File: src/rtl/sdsc_pkg.sv
package sdsc_pkg;

   // Default width of one stick code
   localparam int CODE_BITS_DEF = 12;

   // Configuration register widths
   localparam int DZ_BITS   = 12;
   localparam int GAIN_BITS = 16;
   localparam int STEP_BITS = 13;

   // Fraction bits of the rescale gain
   localparam int GAIN_FRAC = 12;

   // Configuration port geometry
   localparam int CSR_ADDR_BITS = 2;
   localparam int CSR_DATA_BITS = 16;

   // Reset values of the configuration registers
   localparam logic [DZ_BITS-1:0]   DZ_RESET   = DZ_BITS'(410);
   localparam logic [GAIN_BITS-1:0] GAIN_RESET = GAIN_BITS'(4551);
   localparam logic [STEP_BITS-1:0] STEP_RESET = STEP_BITS'(410);

   // Configuration register indexes
   typedef enum logic [CSR_ADDR_BITS-1:0] {
      CSR_DEADZONE = 2'd0,
      CSR_GAIN     = 2'd1,
      CSR_STEP     = 2'd2
   } csr_index_type;

endpackage

File: src/rtl/stick_deadzone_slew_conditioner_top.sv
// Stick conditioner. Each transaction on req_ carries four stick codes
// (roll, pitch, yaw, thrust), CODE_BITS each. Every code is centered as
// 2*code - full (full = 2^CODE_BITS - 1); a magnitude below deadzone_width
// becomes zero, otherwise deadzone_width is taken off and the rest is
// multiplied by the Q12 rescale_gain, truncated and saturated at full scale.
// Thrust is then slew-limited: it moves at most max_thrust_step centered
// units away from the previous thrust, which starts at centre after reset.
// All four channels are re-encoded as (c + full) >> 1 and leave as one
// transaction on rsp_. One result follows each input. Timing: the block
// takes one transaction per clock while rsp_ is not stalled; an accepted
// transaction loads the input register, then the product register after
// the multipliers, then the result register holding the saturate/slew/
// encode output, which drives rsp_tvalid.
// Up to three transactions are in flight; a stalled rsp_ side holds every
// full stage, while earlier data still moves into empty stages. The csr_
// port is always ready; write it only while no transaction is in flight.
// Indexes beyond the register list are ignored.
module stick_deadzone_slew_conditioner_top #(
   parameter int CODE_BITS = sdsc_pkg::CODE_BITS_DEF
) (
   input  logic                                  clock,
   input  logic                                  reset,
   // req_tdata: roll_code, pitch_code, yaw_code, thrust_code (from bit 0 up)
   input  logic                                  req_tvalid,
   output logic                                  req_tready,
   input  logic [((4*CODE_BITS+7)/8)*8-1:0]      req_tdata,
   // rsp_tdata: roll_out, pitch_out, yaw_out, thrust_out (from bit 0 up)
   output logic                                  rsp_tvalid,
   input  logic                                  rsp_tready,
   output logic [((4*CODE_BITS+7)/8)*8-1:0]      rsp_tdata,
   // Configuration writes
   input  logic                                  csr_valid,
   output logic                                  csr_ready,
   input  logic [sdsc_pkg::CSR_ADDR_BITS-1:0]    csr_addr,
   input  logic [sdsc_pkg::CSR_DATA_BITS-1:0]    csr_wdata
);
   import sdsc_pkg::*;

   localparam int AXES       = 4;
   localparam int THRUST     = 3;
   localparam int PROD_BITS  = CODE_BITS + GAIN_BITS;
   localparam int SCALE_BITS = PROD_BITS - GAIN_FRAC;
   localparam int SLEW_BITS  = ((CODE_BITS > STEP_BITS) ? CODE_BITS : STEP_BITS) + 3;
   localparam logic [CODE_BITS-1:0] FULL = '1;

   // Configuration registers
   logic [DZ_BITS-1:0]   deadzone_ff, deadzone_in;
   logic [GAIN_BITS-1:0] gain_ff,     gain_in;
   logic [STEP_BITS-1:0] step_ff,     step_in;

   // Input stage
   logic                 s1_valid_ff, s1_valid_in;
   logic [CODE_BITS-1:0] code_ff [AXES];
   logic [CODE_BITS-1:0] code_in [AXES];

   // Product stage
   logic                 s2_valid_ff, s2_valid_in;
   logic [PROD_BITS-1:0] prod_ff [AXES];
   logic [PROD_BITS-1:0] prod_in [AXES];
   logic                 neg_ff  [AXES];
   logic                 neg_in  [AXES];

   // Result stage and thrust history
   logic                        rsp_valid_ff, rsp_valid_in;
   logic [CODE_BITS-1:0]        result_ff [AXES];
   logic [CODE_BITS-1:0]        result_in [AXES];
   logic signed [CODE_BITS+1:0] prev_thrust_ff, prev_thrust_in;

   logic s1_ready, s2_ready, out_ready;
   logic s1_load, s2_advance;

   logic signed [CODE_BITS:0]   centered [AXES];
   logic signed [SLEW_BITS-1:0] thr_w, prev_w, step_w, diff_w, slewed_w;

   // Saturate a shifted product at full scale and restore the sign
   function automatic logic signed [CODE_BITS:0] restore_sign(
      input logic [PROD_BITS-1:0] prod,
      input logic                 neg
   );
      logic [SCALE_BITS-1:0]     scaled;
      logic [CODE_BITS-1:0]      sat;
      logic signed [CODE_BITS:0] mag;
      scaled = prod[PROD_BITS-1:GAIN_FRAC];
      sat    = (scaled > SCALE_BITS'(FULL)) ? FULL : scaled[CODE_BITS-1:0];
      mag    = $signed({1'b0, sat});
      return neg ? -mag : mag;
   endfunction

   // Re-encode a centered value as (c + full) >> 1
   function automatic logic [CODE_BITS-1:0] encode(input logic signed [CODE_BITS:0] c);
      logic signed [CODE_BITS+1:0] sum;
      sum = (CODE_BITS+2)'(c) + $signed({2'b00, FULL});
      return sum[CODE_BITS:1];
   endfunction

   // Pipeline flow: a stage loads when it is empty or its content moves on
   assign out_ready  = ~rsp_valid_ff | rsp_tready;
   assign s2_ready   = ~s2_valid_ff | out_ready;
   assign s1_ready   = ~s1_valid_ff | s2_ready;
   assign req_tready = s1_ready;
   assign s1_load    = req_tvalid & s1_ready;
   assign s2_advance = s2_valid_ff & out_ready;
   assign csr_ready  = 1'b1;

   // Configuration writes
   always_comb begin
      deadzone_in = deadzone_ff;
      gain_in     = gain_ff;
      step_in     = step_ff;
      if (csr_valid) begin
         unique case (csr_addr)
            CSR_DEADZONE: deadzone_in = csr_wdata[DZ_BITS-1:0];
            CSR_GAIN:     gain_in     = csr_wdata[GAIN_BITS-1:0];
            CSR_STEP:     step_in     = csr_wdata[STEP_BITS-1:0];
            default: begin
               // Drop writes beyond the register list
            end
         endcase
      end
   end

   // Input stage: capture the four codes
   always_comb begin
      s1_valid_in = s1_ready ? req_tvalid : s1_valid_ff;
      for (int i = 0; i < AXES; i++) begin
         code_in[i] = s1_load ? req_tdata[i*CODE_BITS +: CODE_BITS] : code_ff[i];
      end
   end

   // Deadzone and gain per axis, one multiplier each
   for (genvar g = 0; g < AXES; g++) begin : g_axis
      sdsc_axis_shaper #(
         .CODE_BITS (CODE_BITS)
      ) u_shaper (
         .code     (code_ff[g]),
         .deadzone (deadzone_ff),
         .gain     (gain_ff),
         .product  (prod_in[g]),
         .negative (neg_in[g])
      );
   end

   assign s2_valid_in = s2_ready ? s1_valid_ff : s2_valid_ff;

   // Result stage: saturate, slew-limit thrust, encode
   always_comb begin
      for (int i = 0; i < AXES; i++) begin
         centered[i] = restore_sign(prod_ff[i], neg_ff[i]);
      end

      thr_w  = SLEW_BITS'(centered[THRUST]);
      prev_w = SLEW_BITS'(prev_thrust_ff);
      step_w = $signed(SLEW_BITS'(step_ff));
      diff_w = thr_w - prev_w;
      priority if (diff_w > step_w) begin
         slewed_w = prev_w + step_w;
      end else if (diff_w < -step_w) begin
         slewed_w = prev_w - step_w;
      end else begin
         slewed_w = thr_w;
      end

      for (int i = 0; i < AXES; i++) begin
         result_in[i] = result_ff[i];
      end
      prev_thrust_in = prev_thrust_ff;
      if (s2_advance) begin
         for (int i = 0; i < THRUST; i++) begin
            result_in[i] = encode(centered[i]);
         end
         result_in[THRUST] = encode(slewed_w[CODE_BITS:0]);
         prev_thrust_in    = slewed_w[CODE_BITS+1:0];
      end

      rsp_valid_in = out_ready ? s2_valid_ff : rsp_valid_ff;
   end

   // Control state
   always_ff @(posedge clock) begin
      if (reset) begin
         deadzone_ff    <= DZ_RESET;
         gain_ff        <= GAIN_RESET;
         step_ff        <= STEP_RESET;
         s1_valid_ff    <= 1'b0;
         s2_valid_ff    <= 1'b0;
         rsp_valid_ff   <= 1'b0;
         prev_thrust_ff <= '0;
      end else begin
         deadzone_ff    <= deadzone_in;
         gain_ff        <= gain_in;
         step_ff        <= step_in;
         s1_valid_ff    <= s1_valid_in;
         s2_valid_ff    <= s2_valid_in;
         rsp_valid_ff   <= rsp_valid_in;
         prev_thrust_ff <= prev_thrust_in;
      end
   end

   // Payload registers
   always_ff @(posedge clock) begin
      for (int i = 0; i < AXES; i++) begin
         code_ff[i]   <= code_in[i];
         result_ff[i] <= result_in[i];
         if (s2_ready) begin
            prod_ff[i] <= prod_in[i];
            neg_ff[i]  <= neg_in[i];
         end
      end
   end

   // Output packing
   always_comb begin
      rsp_tdata = '0;
      for (int i = 0; i < AXES; i++) begin
         rsp_tdata[i*CODE_BITS +: CODE_BITS] = result_ff[i];
      end
   end

   assign rsp_tvalid = rsp_valid_ff;

endmodule

File: src/rtl/sdsc_axis_shaper.sv
// Center one stick code, remove the deadzone and multiply by the gain.
// The product is left unshifted and unsaturated; the caller registers it.
module sdsc_axis_shaper #(
   parameter int CODE_BITS = sdsc_pkg::CODE_BITS_DEF
) (
   input  logic [CODE_BITS-1:0]                     code,
   input  logic [sdsc_pkg::DZ_BITS-1:0]             deadzone,
   input  logic [sdsc_pkg::GAIN_BITS-1:0]           gain,
   output logic [CODE_BITS+sdsc_pkg::GAIN_BITS-1:0] product,
   output logic                                     negative
);
   import sdsc_pkg::*;

   localparam int CMP_BITS  = (CODE_BITS > DZ_BITS) ? CODE_BITS : DZ_BITS;
   localparam int PROD_BITS = CODE_BITS + GAIN_BITS;
   localparam logic [CODE_BITS:0] FULL_X = {1'b0, {CODE_BITS{1'b1}}};

   logic [CODE_BITS:0]   twice;
   logic [CODE_BITS:0]   mag_x;
   logic [CMP_BITS-1:0]  mag_c;
   logic [CMP_BITS-1:0]  dz_c;
   logic [CMP_BITS-1:0]  excess_c;
   logic [CODE_BITS-1:0] excess;
   logic                 in_deadzone;

   // Centered value 2*code - full is negative for the lower half of the codes
   assign twice    = {code, 1'b0};
   assign negative = ~code[CODE_BITS-1];
   assign mag_x    = negative ? (FULL_X - twice) : (twice - FULL_X);

   assign mag_c       = CMP_BITS'(mag_x[CODE_BITS-1:0]);
   assign dz_c        = CMP_BITS'(deadzone);
   assign in_deadzone = mag_c < dz_c;
   assign excess_c    = mag_c - dz_c;
   assign excess      = in_deadzone ? '0 : excess_c[CODE_BITS-1:0];

   assign product = PROD_BITS'(excess) * PROD_BITS'(gain);

endmodule

File: config.mk
export PLATFORM = sky130hd
export DESIGN_NAME = stick_deadzone_slew_conditioner_top
export DESIGN_NICKNAME = d
export VERILOG_FILES = /design/src/rtl/sdsc_pkg.sv /design/src/rtl/stick_deadzone_slew_conditioner_top.sv /design/src/rtl/sdsc_axis_shaper.sv
export SDC_FILE = /design/constraint.sdc
export NUM_CORES = 2
export LEC_CHECK = 0
export ABC_CLOCK_PERIOD_IN_PS = 8370
export CAP_MARGIN = 20
export CORE_UTILIZATION = 40
export CTS_BUF_LIST = sky130_fd_sc_hd__clkbuf_4
export CTS_CLUSTER_DIAMETER = 80
export DETAILED_ROUTE_END_ITERATION = 10
export DONT_BUFFER_PORTS = 1
export GPL_TIMING_DRIVEN = 0
export PLACE_DENSITY = 0.66
export SYNTH_ARGS = -nofsm -noshare
export SYNTH_HDL_FRONTEND = slang
export SYNTH_HIERARCHICAL = 1
export SYNTH_SLANG_ARGS = --single-unit
File: constraint.sdc
create_clock -name clock -period 8.37 [get_ports clock]
set_clock_uncertainty 0.2 [all_clocks]
set_input_delay 1.2555 -clock clock [delete_from_list [all_inputs] [get_ports clock]]
set_output_delay 1.2555 -clock clock [all_outputs]
set_load 0.01 [all_outputs]
==> qor.yml <==
synth_warnings: 6
postRouteAntennaNets: 0
dp_slack_ns: -0.7098
htree_levels: 3
dr.pass1.iters: 5
criticalPathCategory: "flip-flop to flip-flop"
die_x_um: 325.3
die_h_um: 325.3
fin_area_um2: 45110
grt_util_all_layers: 0.2260
slew_viol_final: 0
hold-worst-slack_ns: 0.2610
synth_area_um2: 41820
start_kind: "flip-flop"
reg2regPathDepth: 25
setup_viol: 0
drtIter0Drc: 2741
die_area_um2: 105800
io_pins: 122
cp-end-kind: "flip-flop"
clkSinkCount: 222
core_um2: 103600
cap_violations: 0
cts_root_buffer: "clkbuf_4"
fin_cells: 6362
syn_avg_cell_area_um2: 8.661
postSynthNetCount: 5846
clockBufferDepth: 3
gp_congestion: 0.9480
slew_headroom: 0.1813
setup_ws_ns: 0.2487
min_delay_path_depth: 0
routedWlPerCell_um: 18.83
drc: 0
cp.arrival_ns: 8.62
viasPerCell: 5.497
initial_core_util: 0.4035
path_max_fanout: 10
cp.required_ns: 8.87
period_share: 0.9703
max_freq_mhz: 123.1
grt_overflow: 0
hold_viol: 0
cts_buffers: 67
grt_pass1_wl_mm: 191.0
drive_gt1_frac: 0.07331
fill_cells: 10360
cts_tree: "done"
clkTransAtPathRegs_ns: 0.06
worstMarginPinSlew_ns: 1.213
grt_start_max_net_pins: 52
post-dp-hpwl_mm: 96.47
clk_latency_ns: 0.91
area_growth_pct: 7.881
final.min_clock_period_ns: 8.121
numPortBuffers: 0
nNetsFinal: 5946
synth_cells: 4828
status: "finished clean"
hp-class: "input port to flip-flop"
vias: 34970
routed_wl_mm: 119.8
placed_cell_area_um2: 43680
rows: 118
grt_antenna_before_repair: 9
grt_pass1_vias: 34840
dpl.cell_count: 6215
## registers in the layout, summed over array words and instances (netlist names)
name,flops
prod_ff,64
s1_valid_ff,1
result_ff,48
deadzone_ff,12
code_ff,48
neg_ff,4
step_ff,13
s2_valid_ff,1
gain_ff,16
prev_thrust_ff,14
rsp_tvalid,1
## path summary, 6_finish.rpt
| check | start | slack (ns) | to |
|---|---|---|---|
| min | req_tdata[20] | 0.26 | code_ff[1][8]$_DFFE_PP_ |
| max reg2reg | code_ff[1][11]$_DFFE_PP_ | 0.25 | prod_ff[1][27]$_DFFE_PP_ |
| max | code_ff[1][11]$_DFFE_PP_ | 0.25 | prod_ff[1][27]$_DFFE_PP_ |
| min reg2reg | prev_thrust_ff[3]$_SDFFE_PP0P_ | 0.29 | prev_thrust_ff[3]$_SDFFE_PP0P_ |
## cells in the final DEF, fill, tap and decap left out, types with 28 or more instances in the layout
| cell type | count |
|---|---|
| buf_4 | 41 |
| ha_1 | 384 |
| buf_2 | 62 |
| nor4bb_1 | 32 |
| clkbuf_1 | 157 |
| nand3_1 | 211 |
| o211ai_1 | 47 |
| dfxtp_1 | 57 |
| o21a_1 | 32 |
| nor3_1 | 69 |
| nand2b_1 | 34 |
| a41oi_1 | 28 |
| nand4_1 | 35 |
| o21ai_0 | 124 |
| xor2_1 | 51 |
| nor2b_1 | 32 |
| nor2_1 | 196 |
| edfxtp_1 | 164 |
| and3_1 | 122 |
| xnor2_1 | 134 |
| fa_1 | 563 |
| nand3b_1 | 37 |
| a41o_1 | 39 |
| a21oi_1 | 208 |
| clkbuf_4 | 100 |
| nor3b_1 | 39 |
| inv_1 | 872 |
| and2_1 | 52 |
| a21o_1 | 58 |
| nand2_1 | 522 |
## timing repair
action                     in CTS  in global routing
resized for setup              23                 64
pin swaps                       2                  9
buffers inserted                2                 24
hold buffers                    0                  0
setup endpoints to repair      39                 56
## worst max-delay path, cell delays in order (launching register included)
cell	delay, ns
edfxtp_1	0.51
clkbuf_4	0.30
xnor2_1	0.33
ha_1	0.32
nor2b_2	0.18
o31ai_1	0.32
a21oi_1	0.17
or2_2	0.37
o311ai_4	0.51
buf_4	0.29
and3_1	0.19
fa_1	0.46
fa_1	0.48
fa_1	0.51
fa_1	0.55
inv_1	0.06
fa_1	0.53
inv_1	0.04
ha_1	0.26
clkbuf_1	0.29
nand4_1	0.20
nor2_1	0.18
nand2_1	0.07
o21ai_1	0.29
o311ai_1	0.15
a221oi_1	0.23
## layout make-up
cell class / count / area [µm²] / share of cell area
antenna: 3 / 7.507 / 0.0001664
buffer: 254 / 1152 / 0.02554
tap: 1380 / 1727 / 0.03827
clock inverter: 25 / 133.9 / 0.002968
clock buffer: 95 / 713.2 / 0.01581
inverter: 874 / 3281 / 0.07272
sequential: 222 / 6087 / 0.1349
multi-input combinational: 3476 / 31690 / 0.7024
timing repair buffer: 33 / 322.8 / 0.007156
## metrics by stage
step / setup TNS, ns / utilization
final: 0 / 0.4353
after global routing: -0.07619 / 0.4353
after CTS: 0 / 0.4310
after detailed placement: -10.84 / 0.4215
after global placement: -18.20 / 0.4201
after floorplan: 0 / -
## metal layers
metal	up-vias	part of all wire	global-route usage
met3	187	0.093	0.05793
met1	17170	0.44	0.3052
met4	6	0.022	0.05660
met2	1278	0.45	0.3595
li1	16340	-	-
met5	-	0.00034	0
Power is left out: the tool's default activity adds up to more than one toggle a clock period on the data nets, which glitch-free logic cannot reach.
